<file path="src/sv/ipv4ap_pkg.sv">
// Shared types and character constants for the IPv4 text address parser.
package ipv4ap_pkg;

  // Parse phase of the current part
  typedef enum logic [1:0] {
    PH_START,
    PH_ZERO,
    PH_DIGITS,
    PH_SKIP
  } phase_t;

  // Number base of the current part
  typedef enum logic [1:0] {
    RX_DEC,
    RX_OCT,
    RX_HEX
  } radix_t;

  // One character beat handed from the input stage to the parser
  typedef struct packed {
    logic       vld;
    logic [7:0] ch;
  } beat_t;

  // One result handed from the parser to the output stage
  typedef struct packed {
    logic        vld;
    logic [31:0] address;
    logic        valid_res;
  } res_t;

  localparam logic [7:0] CH_NUL    = 8'h00;
  localparam logic [7:0] CH_TAB    = 8'h09;
  localparam logic [7:0] CH_CR     = 8'h0d;
  localparam logic [7:0] CH_SPACE  = 8'h20;
  localparam logic [7:0] CH_DOT    = 8'h2e;
  localparam logic [7:0] CH_ZERO   = 8'h30;
  localparam logic [7:0] CH_NINE   = 8'h39;
  localparam logic [7:0] CH_UP_A   = 8'h41;
  localparam logic [7:0] CH_UP_F   = 8'h46;
  localparam logic [7:0] CH_UP_X   = 8'h58;
  localparam logic [7:0] CH_LO_A   = 8'h61;
  localparam logic [7:0] CH_LO_F   = 8'h66;
  localparam logic [7:0] CH_LO_X   = 8'h78;
  // Offsets that map a hex letter onto its value 10..15
  localparam logic [7:0] LO_HEX_OFS = 8'h57;
  localparam logic [7:0] UP_HEX_OFS = 8'h37;

  localparam logic [1:0] LAST_PART = 2'd3;

endpackage

</file>
<file path="src/sv/ipv4_text_address_parser.sv">
// Top level of the dotted IPv4 text address parser.
//
// Input channel: one character per beat on in_char_code, taken when in_valid
// is high and in_stall is low. A NUL character ends each string.
// Result channel: one beat per NUL on out_address and out_valid_res, taken
// when out_valid is high and out_stall is low. Other characters give no beat.
// An invalid string gives address 0 with out_valid_res low.
// Path: a NUL is held in the input register, then parsed combinationally,
// and its result is loaded into the output register that drives out_valid.
// Throughput: one character per cycle while in_stall is low; the
// per-character update (shift-add by the base plus range checks) fits
// between the input register and the parse state registers.
// Stall: while a result waits in the output register, non-NUL characters
// keep flowing; a NUL waits in the input register and in_stall rises only
// then.
// Reset: synchronous, active low; clears all parse state so the next
// character starts a new string, and empties both registers.
module ipv4_text_address_parser (
  input  logic        clk,
  input  logic        rst_n,
  input  logic        in_valid,
  output logic        in_stall,
  input  logic [7:0]  in_char_code,
  output logic        out_valid,
  input  logic        out_stall,
  output logic [31:0] out_address,
  output logic        out_valid_res
);
  import ipv4ap_pkg::*;

  beat_t beat;
  res_t  res;
  logic  can_take;

  ipv4ap_in_stage u_in_stage (
    .clk          (clk),
    .rst_n        (rst_n),
    .in_valid     (in_valid),
    .in_stall     (in_stall),
    .in_char_code (in_char_code),
    .can_take     (can_take),
    .beat         (beat)
  );

  ipv4ap_parse u_parse (
    .clk   (clk),
    .rst_n (rst_n),
    .beat  (beat),
    .res   (res)
  );

  ipv4ap_out_stage u_out_stage (
    .clk           (clk),
    .rst_n         (rst_n),
    .res           (res),
    .can_take      (can_take),
    .out_valid     (out_valid),
    .out_stall     (out_stall),
    .out_address   (out_address),
    .out_valid_res (out_valid_res)
  );

endmodule

</file>
<file path="src/sv/ipv4ap_in_stage.sv">
// Input register for character beats, with stall toward the sender.
module ipv4ap_in_stage (
  input  logic                 clk,
  input  logic                 rst_n,
  input  logic                 in_valid,
  output logic                 in_stall,
  input  logic [7:0]           in_char_code,
  input  logic                 can_take,
  output ipv4ap_pkg::beat_t    beat
);
  import ipv4ap_pkg::*;

  logic       s1_valid_r;
  logic [7:0] s1_char_r;
  logic       advance;

  // Only a NUL makes a result, so only a NUL waits on the output register
  assign advance  = s1_valid_r && ((s1_char_r != CH_NUL) || can_take);
  assign in_stall = s1_valid_r && !advance;

  assign beat.vld = advance;
  assign beat.ch  = s1_char_r;

  // Load a new beat whenever the held one moves on or the stage is empty
  always_ff @(posedge clk) begin
    if (!rst_n) begin
      s1_valid_r <= 1'b0;
    end else if (!in_stall) begin
      s1_valid_r <= in_valid;
    end
  end

  always_ff @(posedge clk) begin
    if (!in_stall && in_valid) begin
      s1_char_r <= in_char_code;
    end
  end

endmodule

</file>
<file path="src/sv/ipv4ap_parse.sv">
// Per-character parse state and next-state logic; emits a result on NUL.
module ipv4ap_parse (
  input  logic               clk,
  input  logic               rst_n,
  input  ipv4ap_pkg::beat_t  beat,
  output ipv4ap_pkg::res_t   res
);
  import ipv4ap_pkg::*;

  phase_t      phase_r, phase_nxt;
  radix_t      radix_r, radix_nxt;
  logic [31:0] part_r, part_nxt;
  logic [7:0]  ep_r   [3];
  logic [7:0]  ep_nxt [3];
  logic [2:0]  big_r, big_nxt;
  logic [1:0]  seen_r, seen_nxt;
  logic        dv_r, dv_nxt;
  logic [31:0] da_r, da_nxt;

  logic [7:0]  c;
  logic        is_dec, is_space, is_lo_hex, is_up_hex, is_digit;
  logic [3:0]  digit_val;
  logic [31:0] scaled;
  logic        settle_ok;
  logic [31:0] settle_addr;
  logic        run_digits;

  assign c = beat.ch;

  // Classify the character
  always_comb begin
    is_dec    = (c >= CH_ZERO) && (c <= CH_NINE);
    is_space  = (c == CH_SPACE) || ((c >= CH_TAB) && (c <= CH_CR));
    is_lo_hex = (radix_r == RX_HEX) && (c >= CH_LO_A) && (c <= CH_LO_F);
    is_up_hex = (radix_r == RX_HEX) && (c >= CH_UP_A) && (c <= CH_UP_F);
    is_digit  = is_dec || is_lo_hex || is_up_hex;
    priority if (is_dec) begin
      digit_val = 4'(c - CH_ZERO);
    end else if (is_lo_hex) begin
      digit_val = 4'(c - LO_HEX_OFS);
    end else begin
      digit_val = 4'(c - UP_HEX_OFS);
    end
  end

  // Scale the running part by its base with shifts, plus one add for base 10
  always_comb begin
    unique case (radix_r)
      RX_HEX:  scaled = {part_r[27:0], 4'b0};
      RX_OCT:  scaled = {part_r[28:0], 3'b0};
      default: scaled = {part_r[28:0], 3'b0} + {part_r[30:0], 1'b0};
    endcase
  end

  // Range check each part and assemble the address
  always_comb begin
    unique case (seen_r)
      2'd0: begin
        settle_ok   = 1'b1;
        settle_addr = part_r;
      end
      2'd1: begin
        settle_ok   = !(|part_r[31:24]) && !big_r[0];
        settle_addr = {ep_r[0], part_r[23:0]};
      end
      2'd2: begin
        settle_ok   = !(|part_r[31:16]) && !big_r[0] && !big_r[1];
        settle_addr = {ep_r[0], ep_r[1], part_r[15:0]};
      end
      default: begin
        settle_ok   = !(|part_r[31:8]) && !(|big_r);
        settle_addr = {ep_r[0], ep_r[1], ep_r[2], part_r[7:0]};
      end
    endcase
    settle_ok = settle_ok && ((c == CH_NUL) || is_space);
  end

  // Next state and result
  always_comb begin
    phase_nxt  = phase_r;
    radix_nxt  = radix_r;
    part_nxt   = part_r;
    ep_nxt     = ep_r;
    big_nxt    = big_r;
    seen_nxt   = seen_r;
    dv_nxt     = dv_r;
    da_nxt     = da_r;
    run_digits = 1'b0;
    res        = '0;

    if (beat.vld) begin
      unique case (phase_r)
        PH_START: begin
          if (!is_dec) begin
            dv_nxt    = 1'b0;
            da_nxt    = '0;
            phase_nxt = PH_SKIP;
          end else if (c == CH_ZERO) begin
            part_nxt  = '0;
            radix_nxt = RX_OCT;
            phase_nxt = PH_ZERO;
          end else begin
            part_nxt  = {28'b0, digit_val};
            radix_nxt = RX_DEC;
            phase_nxt = PH_DIGITS;
          end
        end
        PH_ZERO: begin
          phase_nxt = PH_DIGITS;
          if ((c == CH_LO_X) || (c == CH_UP_X)) begin
            radix_nxt = RX_HEX;
          end else begin
            run_digits = 1'b1;
          end
        end
        PH_DIGITS: run_digits = 1'b1;
        default: ;
      endcase

      // Digit, dot or terminating character inside a part
      if (run_digits) begin
        priority if (is_digit) begin
          part_nxt = scaled + {28'b0, digit_val};
        end else if (c == CH_DOT) begin
          if (seen_r == LAST_PART) begin
            dv_nxt    = 1'b0;
            da_nxt    = '0;
            phase_nxt = PH_SKIP;
          end else begin
            ep_nxt[seen_r]  = part_r[7:0];
            big_nxt[seen_r] = |part_r[31:8];
            seen_nxt        = seen_r + 2'd1;
            part_nxt        = '0;
            radix_nxt       = RX_DEC;
            phase_nxt       = PH_START;
          end
        end else begin
          dv_nxt    = settle_ok;
          da_nxt    = settle_ok ? settle_addr : '0;
          phase_nxt = PH_SKIP;
        end
      end

      // Emit on NUL and clear for the next string
      if (c == CH_NUL) begin
        res.vld       = 1'b1;
        res.address   = dv_nxt ? da_nxt : '0;
        res.valid_res = dv_nxt;
        phase_nxt     = PH_START;
        radix_nxt     = RX_DEC;
        part_nxt      = '0;
        ep_nxt        = '{default: '0};
        big_nxt       = '0;
        seen_nxt      = '0;
        dv_nxt        = 1'b0;
        da_nxt        = '0;
      end
    end
  end

  // Hold parse state
  always_ff @(posedge clk) begin
    if (!rst_n) begin
      phase_r <= PH_START;
      radix_r <= RX_DEC;
      part_r  <= '0;
      ep_r    <= '{default: '0};
      big_r   <= '0;
      seen_r  <= '0;
      dv_r    <= 1'b0;
      da_r    <= '0;
    end else begin
      phase_r <= phase_nxt;
      radix_r <= radix_nxt;
      part_r  <= part_nxt;
      ep_r    <= ep_nxt;
      big_r   <= big_nxt;
      seen_r  <= seen_nxt;
      dv_r    <= dv_nxt;
      da_r    <= da_nxt;
    end
  end

endmodule

</file>
<file path="src/sv/ipv4ap_out_stage.sv">
// Result register toward the receiver.
module ipv4ap_out_stage (
  input  logic              clk,
  input  logic              rst_n,
  input  ipv4ap_pkg::res_t  res,
  output logic              can_take,
  output logic              out_valid,
  input  logic              out_stall,
  output logic [31:0]       out_address,
  output logic              out_valid_res
);
  import ipv4ap_pkg::*;

  logic        out_valid_r;
  logic [31:0] out_address_r;
  logic        out_valid_res_r;

  assign can_take      = !out_valid_r || !out_stall;
  assign out_valid     = out_valid_r;
  assign out_address   = out_address_r;
  assign out_valid_res = out_valid_res_r;

  // Load a new result or drop the one taken
  always_ff @(posedge clk) begin
    if (!rst_n) begin
      out_valid_r <= 1'b0;
    end else if (res.vld) begin
      out_valid_r <= 1'b1;
    end else if (!out_stall) begin
      out_valid_r <= 1'b0;
    end
  end

  always_ff @(posedge clk) begin
    if (res.vld) begin
      out_address_r   <= res.address;
      out_valid_res_r <= res.valid_res;
    end
  end

endmodule

</file>
<file path="config.mk">
export PLATFORM = sky130hd
export DESIGN_NAME = ipv4_text_address_parser
export DESIGN_NICKNAME = d
export VERILOG_FILES = /design/src/sv/ipv4ap_pkg.sv /design/src/sv/ipv4_text_address_parser.sv /design/src/sv/ipv4ap_in_stage.sv /design/src/sv/ipv4ap_parse.sv /design/src/sv/ipv4ap_out_stage.sv
export SDC_FILE = /design/constraint.sdc
export NUM_CORES = 1
export LEC_CHECK = 0
export ABC_AREA = 1
export BUFFER_PORTS_ARGS = -buffer_cell sky130_fd_sc_hd__buf_2
export CORE_MARGIN = 5
export CORE_UTILIZATION = 60
export DETAILED_ROUTE_END_ITERATION = 10
export PLACE_DENSITY = 0.87
export SYNTH_ARGS = -nofsm -noshare
export SYNTH_HDL_FRONTEND = slang
export SYNTH_SLANG_ARGS = --single-unit
export TNS_END_PERCENT = 1
</file>
<file path="constraint.sdc">
create_clock -name clk -period 8.3 [get_ports clk]
set_input_delay 0.415 -clock clk [delete_from_list [all_inputs] [get_ports clk]]
set_output_delay 0.415 -clock clk [all_outputs]
set_load 0.005 [all_outputs]
</file>
==> flow_summary.ini, run 1 <==
[routing]
postRouteAntennaNets = 0
drt_first_pass_iters = 6
drc_errors = 0
vias = 11120
drt_iter0_drc = 1273
viasPerCell = 5.641
wirelength_mm = 29.62
routedWlPerCell_um = 15.03

[setup_path]
crit_slowest_cell = nand2_1
worst_setup_path_end_kind = flop
start_kind = flop
crit_cells = 13
crit_type = reg -> reg
max_stage_delay_ns = 0.82
crit_buf_inv = 5
critPathRequiredTime_ns = 8.43
path_cells = inv_1, ha_1, inv_1, nor3_1, a31oi_2, inv_2, nor2_2, inv_2, o21ai_2, buf_4, o21ai_1, nand2_1, nor2_1
cp.arrival_ns = 4.81
crit_family = simple AND/OR/NAND/NOR gates
crit_fanout = 33
r2r_cells = 13

[logic_synthesis]
ys_warn_count = 0
synth_xor_area_share_pct = 0.5003
ys_types = 47
synth_area_um2 = 10500
syn_avg_cell_area_um2 = 6.107
dominantRegCellSynth = dfxtp_1
synthCells = 1720
synth-adder-area-share_pct = 5.622
synth.ff_latch_count = 141
synth_top_family_by_area = simple AND/OR/NAND/NOR gates
ys_seq_area_share_pct = 30.78
synthSimpleGateAreaFrac_pct = 34.95
synth_edf_count = 41
netlist.area_leader.share_pct = 20.58
synthArstFlopShare_pct = 0
synth_top_area_cell = nand2_1
syn_nets = 1778
muxShareOfSynthArea_pct = 0
synth_most_common_cell = nand2_1
synth_compound_area_share_pct = 15.50
synth.area.top_cells = nand2_1 (21%), dfxtp_1 (19%), edfxtp_1 (12%)
synth_common_cells = nand2_1 (576), inv_1 (277), a21oi_1 (138), nor2_1 (130), nand3_1 (120)

[run]
drv_cap = 0

[power]
switchingPower_mw = 0.4118
switching_share_pct = 25.66
power_mw = 1.605
power_frac_clock_pct = 47.4
powerDensity_nw_per_um2 = 140.5
intPower_mw = 1.193
irDropWorstVdd_mv = 0.1794
p_leak_nw = 4.637
seqPwrFrac_pct = 45.0
share_comb_of_total_power_pct = 7.6

[sta]
report.final.slew_viol_count = 0
period_share_pct = 56.48
min_period_ns = 4.688
skew_ns = 0.009180
setup_tns_ns = 0
rsz0062_at_grt = no
max_freq_mhz = 213.3
setup_viol = 0
relSlewSlack_pct = 25.79
tightest_slew_ns = 1.110
finalHoldViolCount = 0

[global_routing]
grt_pass1_wl_mm = 48.76
gr-total-overflow = 0
grt_max_degree = 59
grt_antenna_before_repair = 0
grt_pass1_vias = 10170
grtUsageTotal_pct = 29.31

[clock_tree]
cts_hold_buf = 0
cts_made_buffers = 17
cts_sinks = 141
clk_latency_ns = 0.42
cts_setup_buffers = 0
cts_root_buffer = clkbuf_16
path_clk_slew_ns = 0.06
cts_buffer_depth = 2
cts_repair_resize_count = 0
cts_tree = done
htreeDepth = 4

[layout]
diodes = 0
num-fill-cells = 1511
drive_gt1_share_pct = 6.357
nNetsFinal = 1791
multiInputGateArea_um2 = 5947
seqCellArea_um2 = 3233
final_util_pct = 66.25
area_growth_pct = 8.708

[floorplanning]
die-area_um2 = 20250
start_util_pct = 60.94
die_width_um = 142.3
core_area_um2 = 17240
rows = 48
die_y_um = 142.3
ios = 47

[hold_path]
hp-class = in -> reg
min_delay_path_depth = 1

[placement]
portBuffers = 46
dp_hpwl_mm = 21.45
gp_congestion = 1.013

[status]
status = completed
-- worst reg2reg max path, cell delays in order (launching register included) --
cell and delay, ns:
dfxtp_1 0.36, inv_1 0.05, ha_1 0.29, inv_1 0.56, nor3_1 0.12, a31oi_2 0.34
inv_2 0.23, nor2_2 0.59, inv_2 0.18, o21ai_2 0.16, buf_4 0.37, o21ai_1 0.17
nand2_1 0.82, nor2_1 0.15
-- layout by cell type (no fill, tap or decap), types with 5 or more instances in the layout --
| master | instances |
|---|---|
| inv_6 | 5 |
| o21ai_1 | 36 |
| nor3_1 | 7 |
| ha_1 | 44 |
| nand3_1 | 120 |
| clkbuf_16 | 17 |
| xor2_1 | 5 |
| inv_2 | 11 |
| o221ai_1 | 14 |
| edfxtp_1 | 41 |
| buf_4 | 7 |
| nor2_2 | 5 |
| nand2_1 | 575 |
| and2_1 | 8 |
| buf_2 | 46 |
| nor2_1 | 129 |
| o21ai_0 | 47 |
| nand4_1 | 27 |
| a21oi_1 | 138 |
| a31oi_1 | 18 |
| inv_1 | 277 |
| o22ai_1 | 17 |
| dfxtp_1 | 100 |
-- power by group through the flow --
stage	combinational, mW	clock, mW	sequential [mW]
after floorplan	0.0895	0	0.733
after global placement	0.115	0	0.737
after detailed placement	0.117	0	0.737
after CTS	0.119	0.760	0.722
after global routing	0.136	0.793	0.722
final	0.122	0.761	0.722
-- flip-flops by register name, indices dropped and copies added (netlist names), 3 cells and up --
name	count
u_parse.big_r	3
u_parse.da_r	32
u_in_stage.s1_char_r	8
u_parse.part_r	32
u_out_stage.out_address	32
u_parse.ep_r	24
-- worst paths after layout --
path                                                 startpoint                                        to  slack [ns]
worst max-delay path            u_parse.radix_r[0]$_SDFFE_PN0P_  u_out_stage.out_address[1]$_SDFFCE_PN0P_        3.61
worst min-delay path                            in_char_code[1]         u_in_stage.s1_char_r[1]$_DFFE_PP_        0.17
worst max register to register  u_parse.radix_r[0]$_SDFFE_PN0P_  u_out_stage.out_address[1]$_SDFFCE_PN0P_        3.61
worst min register to register    u_parse.da_r[31]$_SDFFE_PN0P_             u_parse.da_r[31]$_SDFFE_PN0P_        0.47
-- per-stage QoR --
stage	setup slack (ns)	instances	hold WS, ns	cell area [um2]
final	3.612	1971	0.1652	11420
after global routing	3.212	1971	0.1603	11420
after CTS	3.684	1971	0.1598	11420
after detailed placement	3.760	1939	0.4569	10830
after global placement	4.050	1939	0.4516	10830
after floorplan	4.449	1720	0.4453	10500
-- cells by family (layout without fill, tap and decap cells) --
kind of cell	Yosys count	count (layout)
adders and majority gates	46	46
and+or+nand+nor	889	889
xor gates and xnor gates	6	6
DFF	141	141
AOI/OAI and AO/OA	289	289
buffers and inverters	349	375
-- layer usage --
| metal | share of wire, % | wire, um | GRT usage [%] |
|---|---|---|---|
| met5 | 0 | 0 | 0 |
| met4 | 3.5 | 1047 | 11.01 |
| met3 | 8.5 | 2511 | 5.477 |
| met2 | 45 | 13440 | 47.30 |
| met1 | 43 | 12620 | 39.29 |
-- area by class of cell --
cell class              instances  area share [%]
inverters                     290           9.533
clock inverters                14           1.370
clock buffers                  18           3.758
multi-input cells            1230           52.08
flip-flops and latches        141           28.31
repair buffers                 53           2.476
well taps                     225           2.465
Note: power is estimated with default switching activity, not from simulation.
==> run 2, diff against run 1 <==
--- a/config.mk
+++ b/config.mk
@@ -8,7 +8,7 @@
 export ABC_AREA = 1
 export BUFFER_PORTS_ARGS = -buffer_cell sky130_fd_sc_hd__buf_2
 export CORE_MARGIN = 5
-export CORE_UTILIZATION = 60
+export CORE_UTILIZATION = 57
 export DETAILED_ROUTE_END_ITERATION = 10
 export PLACE_DENSITY = 0.87
 export SYNTH_ARGS = -nofsm -noshare
==> constraint.sdc (replaced) <==
create_clock -name clk -period 3.9 [get_ports clk]
set_input_delay 0.195 -clock clk [delete_from_list [all_inputs] [get_ports clk]]
set_output_delay 0.195 -clock clk [all_outputs]
set_load 0.005 [all_outputs]
==> flow_summary.ini, run 2 (synthesis gave the netlist of run 1 again) <==
[sta]
tightest_slew_ns = 0.8737
report.final.slew_viol_count = 0
relSlewSlack_pct = 41.30
worst_slack_ns = 0.05684
setup_viol = 0
skew_ns = 0.01218
period_share_pct = 98.54
worst_hold_slack_ns = 0.06036
min_period_ns = 3.843
max_freq_mhz = 260.2
finalHoldViolCount = 0
rsz0062_at_grt = yes

[setup_path]
cp_common_cell = nand2_1
max_stage_delay_ns = 0.39
crit_fanout = 5
start_kind = flop
rrSetupSlack_ns = 0.06
r2r_cells = 29
worst_setup_path_end_kind = flop
crit_buf_inv = 6
crit_type = reg -> reg
cp.arrival_ns = 4.20
crit_slowest_cell = fa_2
r2r-start = u_in_stage.s1_char_r[0]$_DFFE_PP_
crit_family = simple AND/OR/NAND/NOR gates
timing.rr.end = u_parse.part_r[25]$_SDFFE_PN0P_
critPathRequiredTime_ns = 4.26

[layout]
layout_common_cells = nand2_1 (574), inv_1 (274), a21oi_1 (138)
drive_gt1_share_pct = 9.361
area_growth_pct = 12.75
layout_commonest_cell = nand2_1
nNetsFinal = 1829
fin_area_um2 = 11840
diodes = 0

[floorplanning]
start_util_pct = 58.27
rows = 49
core_area_um2 = 18020
die_width_um = 145.8
die_y_um = 145.8
die-area_um2 = 21240
ios = 47

[placement]
dpl_worst_slack_ns = 0.01142
portBuffers = 46
gp_congestion = 0.9993
dp_hpwl_mm = 22.88
postPlaceCellArea_um2 = 11040

[power]
p_leak_nw = 4.811
powerDensity_nw_per_um2 = 291.4
power_mw = 3.451
irDropWorstVdd_mv = 0.3274

[clock_tree]
htreeDepth = 4
clk_latency_ns = 0.43
cts_tree = done
cts_sinks = 141
cts_buffer_depth = 2
cts_made_buffers = 17
cts_root_buffer = clkbuf_16
path_clk_slew_ns = 0.06

[global_routing]
gr-total-overflow = 0
grtUsageTotal_pct = 28.44
grt_max_degree = 39
grt_pass1_wl_mm = 50.68
grt_pass1_vias = 10300
grt_antenna_before_repair = 1

[routing]
drt_first_pass_iters = 6
vias = 11440
wirelength_mm = 31.90
routedWlPerCell_um = 15.85
drt_iter0_drc = 1114
drc_errors = 0
postRouteAntennaNets = 0
viasPerCell = 5.683

[hold_path]
hp-class = in -> reg
hp-start = rst_n
min_delay_path_depth = 3
hold_end = u_parse.seen_r[0]$_SDFFE_PN0P_

[run]
drv_cap = 0

[status]
status = completed
-- run 2: changes by cell type in the layout (fill, tap and decap cells not counted), sizes merged --
| cell | delta |
|---|---|
| buf | +30 |
| bufinv | -1 |
| clkinv | -4 |
| clkinvlp | +1 |
| dlygate4sd3 | +8 |
| inv | +4 |
-- run 2: worst max path at each step --
stage / from / to / slack [ns] / cells after the start
floorplan: u_parse.radix_r[0]$_SDFFE_PN0P_ / u_parse.part_r[31]$_SDFFE_PN0P_ / 0.05 / 24
global placement: u_in_stage.s1_char_r[1]$_DFFE_PP_ / u_parse.part_r[31]$_SDFFE_PN0P_ / 0.18 / 27
detailed placement: u_in_stage.s1_char_r[1]$_DFFE_PP_ / u_parse.part_r[25]$_SDFFE_PN0P_ / 0.01 / 28
CTS: u_in_stage.s1_char_r[0]$_DFFE_PP_ / u_parse.part_r[24]$_SDFFE_PN0P_ / 0.05 / 30
global route: u_in_stage.s1_char_r[0]$_DFFE_PP_ / u_parse.part_r[25]$_SDFFE_PN0P_ / -0.20 / 29
finish: u_in_stage.s1_char_r[0]$_DFFE_PP_ / u_parse.part_r[25]$_SDFFE_PN0P_ / 0.06 / 29
-- run 2: stage by stage --
stage                     std cells  utilization, %  TNS [ns]
after floorplan                1720               -         0
after global placement         1970           61.25         0
after detailed placement       1970           61.25         0
after CTS                      2010           64.90         0
after global routing           2013           65.70    -1.429
final                          2013           65.70         0
-- run 2: repair_timing --
item | CTS | global route
hold buffers | 8 | 0
setup endpoints to repair | 2 | 19
buffers inserted | 0 | 3
pin swaps | 0 | 13
hold endpoints to repair | 8 | 0
resized for setup | 1 | 32
-- run 2: power breakdown --
| group | switching (mW) | leakage [nW] | internal (mW) | total, mW |
|---|---|---|---|---|
| logic | 0.206 | 3.41 | 0.0909 | 0.297 |
| registers | 0.0192 | 1.13 | 1.52 | 1.53 |
| clock network | 0.719 | 0.271 | 0.902 | 1.62 |
| total | 0.944 | 4.81 | 2.51 | 3.45 |
-- run 2: worst reg2reg max path: cells and delay by family, from the launching register on --
family / cells / cell delay, ns
buf+inv: 6 / 0.38
compound gates: 4 / 0.46
flops: 1 / 0.37
simple gates: 16 / 1.76
fa+ha+maj: 3 / 0.79
-- run 2: area by class of cell --
| type | count | area, um2 |
|---|---|---|
| clock buffer | 18 | 429.2 |
| clock inverter | 14 | 146.4 |
| fill | 1628 | 6182 |
| inverter | 290 | 1089 |
| multi-input combinational | 1230 | 6067 |
| sequential | 141 | 3233 |
| tap | 229 | 286.5 |
| timing repair buffer | 91 | 591.8 |
-- run 2: per-layer routing --
layer / vias up / wire [um] / global-route usage, %
met2: 582 / 14570 / 46.58
met4: 2 / 1209 / 10.26
met1: 5120 / 13250 / 38.10
met3: 111 / 2860 / 4.422
li1: 5625 / - / -
met5: - / 10 / 0
==> run 3, diff against run 2 <==
--- a/config.mk
+++ b/config.mk
@@ -7,11 +7,13 @@
 export LEC_CHECK = 0
 export ABC_AREA = 1
 export BUFFER_PORTS_ARGS = -buffer_cell sky130_fd_sc_hd__buf_2
+export CORE_ASPECT_RATIO = 0.5
 export CORE_MARGIN = 5
 export CORE_UTILIZATION = 57
 export DETAILED_ROUTE_END_ITERATION = 10
 export PLACE_DENSITY = 0.87
 export SYNTH_ARGS = -nofsm -noshare
 export SYNTH_HDL_FRONTEND = slang
+export SYNTH_HIERARCHICAL = 1
 export SYNTH_SLANG_ARGS = --single-unit
 export TNS_END_PERCENT = 1
==> flow_summary.ini, run 3 <==
[status]
status = completed

[routing]
wl_met1_mm = 13.35
viasPerCell = 5.942
wirelength_mm = 33.38
postRouteAntennaNets = 0
vias = 11880
drt_iter0_drc = 1577
routedWlPerCell_um = 16.69
drc_errors = 0
top_layer_used = met5
met2RoutedLength_mm = 14.47
met3_length_mm = 4.458
drt_first_pass_iters = 8

[clock_tree]
cts_buffer_depth = 2
clk_latency_ns = 0.43
cts_root_buffer = clkbuf_16
cts_made_buffers = 17
cts_sinks = 141
path_clk_slew_ns = 0.07
cts_tree = done
htreeDepth = 4

[setup_path]
crit_fanout = 6
crit_slowest_cell = edfxtp_1
crit_family = simple AND/OR/NAND/NOR gates
crit_type = reg -> reg
crit_buf_inv = 5
start_kind = flop
critPathRequiredTime_ns = 4.26
max_stage_delay_ns = 0.38
cp.arrival_ns = 4.25
worst_setup_path_end_kind = flop
cp_common_cell = nand2_1

[global_routing]
gr-total-overflow = 0
grt_pass1_wl_mm = 53.81
grt_pass1_vias = 10750
grtUsageTotal_pct = 30.26
grt_max_degree = 48
grt_antenna_before_repair = 1

[logic_synthesis]
synth.area.top_cells = dfxtp_1 (19%), nand2_1 (18%), edfxtp_1 (12%)
netlist.area_leader.share_pct = 18.93
synth_common_cells = nand2_1 (497), inv_1 (258), a21oi_1 (152), nor2_1 (140), nand3_1 (129)
ys_warn_count = 6
synth_most_common_cell = nand2_1
ys_types = 47
syn_avg_cell_area_um2 = 6.275
dominantRegCellSynth = dfxtp_1
synth_edf_count = 41
synth.ff_latch_count = 141
synth_top_area_cell = dfxtp_1
synthArstFlopShare_pct = 0
synth_area_um2 = 10570
syn_nets = 1743
ys_seq_area_share_pct = 30.58
synthCells = 1685

[placement]
dpl.cell_count = 1953
postPlaceCellArea_um2 = 11190
dp_hpwl_mm = 22.83
portBuffers = 46
gp_congestion = 1.019

[sta]
setup_tns_ns = 0
setup_viol = 0
rsz0062_at_grt = yes
finalHoldViolCount = 0
report.final.slew_viol_count = 0
max_freq_mhz = 256.9
period_share_pct = 99.82
tightest_slew_ns = 0.9856
skew_ns = 0.01265
min_period_ns = 3.893
relSlewSlack_pct = 34.29

[layout]
layout_common_cells = nand2_1 (495), inv_1 (258), a21oi_1 (150)
nNetsFinal = 1804
layout_commonest_cell = nand2_1
seqCellArea_um2 = 3233
final_util_pct = 65.72
multiInputGateArea_um2 = 6187
num-fill-cells = 1522
fin_cells = 2000
area_growth_pct = 13.79
fin_area_um2 = 12030
drive_gt1_share_pct = 11.09

[hold_path]
hp-class = in -> reg

[floorplanning]
core_area_um2 = 18310
die_y_um = 106.3
ios = 47
rows = 35
die-area_um2 = 21540
die_width_um = 202.6
start_util_pct = 57.76

[power]
powerDensity_nw_per_um2 = 297.5
irDropWorstVdd_mv = 0.3279
p_leak_nw = 5.076
power_mw = 3.578

[run]
drv_cap = 0
==> run 3: cell types whose count changed in the layout (fill, tap and decap cells not counted), moves of 8 or more <==
| cell | delta |
|---|---|
| o21ai_1 | -31 |
| o22ai_1 | +19 |
| nand3_1 | +10 |
| a211oi_2 | +9 |
| a32oi_1 | +8 |
| o21ai_0 | +20 |
| buf_4 | +10 |
| nand2_1 | -79 |
| nor2_1 | +13 |
| inv_1 | -16 |
| a21oi_1 | +12 |
==> run 3: where the power goes <==
| part | switching, mW | total, mW | leakage [nW] | internal [mW] |
|---|---|---|---|---|
| combinational | 0.245 | 0.353 | 3.61 | 0.108 |
| sequential | 0.0231 | 1.54 | 1.18 | 1.52 |
| clock | 0.717 | 1.69 | 0.290 | 0.969 |
| total | 0.985 | 3.58 | 5.08 | 2.59 |
==> run 3: worst paths after layout <==
check                                                  startpoint                                  to  slack (ns)  depth (start not counted)
worst max-delay path            u_in_stage/s1_char_r[0]$_DFFE_PP_     u_parse/part_r[29]$_SDFFE_PN0P_       0.007                         28
worst min-delay path                                     in_valid  u_in_stage/s1_valid_r$_SDFFE_PN0N_        0.04                          3
worst max register to register  u_in_stage/s1_char_r[0]$_DFFE_PP_     u_parse/part_r[29]$_SDFFE_PN0P_       0.007                         28
worst min register to register       u_parse/da_r[7]$_SDFFE_PN0P_        u_parse/da_r[7]$_SDFFE_PN0P_        0.47                          2
==> run 3: layer usage <==
layer | vias to the layer above | global-route usage (%)
li1 | 5629 | -
met1 | 5346 | 41.00
met2 | 765 | 48.30
met3 | 141 | 7.041
met4 | 2 | 9.439
met5 | - | 0
==> run 3: metrics by stage <==
step	setup WS, ns	hold WS, ns
6_report	0.007181	0.04019
5_1_grt	-0.2542	0.03579
4_1_cts	0.002824	0.02466
3_5_place_dp	-0.06261	0.3742
3_3_place_gp	0.08919	0.3721
2_1_floorplan	0.05007	0.2939
==> run 3: final cells by class <==
type | instances | share of cell area (%)
antenna | 1 | 0.02080
clock buffer | 18 | 3.567
clock inverter | 14 | 1.435
inverter | 276 | 8.632
multi-input combinational | 1209 | 51.43
sequential | 141 | 26.87
tap | 240 | 2.496
timing repair buffer | 101 | 5.543
==> run 3: timing repair <==
item                                    CTS  global route
pin swaps                                 6             6
hold endpoints to repair                  8             0
setup buffers                             4             1
endpoints found under the setup margin   22            71
hold buffers                              8             0
resized for setup                         9            20
gates cloned                              1             0
==> run 3: worst register-to-register path: cells and delay by family (launching register included) <==
kind,cells,cell delay (ns)
compound gates,2,0.35
xor+xnor,1,0.16
fa+ha+maj,2,0.53
buf+inv,5,0.45
flops,1,0.38
simple gates,18,1.95
==> run 3: cells by family (layout without fill, tap and decap cells) <==
family / Yosys count / count (layout) / synth area share [%]
xor+xnor: 5 / 5 / 0.4142
fa+ha+maj: 46 / 46 / 5.586
other cells: 0 / 1 / 0
buf+inv: 336 / 409 / 12.19
simple gates: 826 / 827 / 32.63
flops: 141 / 141 / 30.58
compound gates: 331 / 331 / 18.60
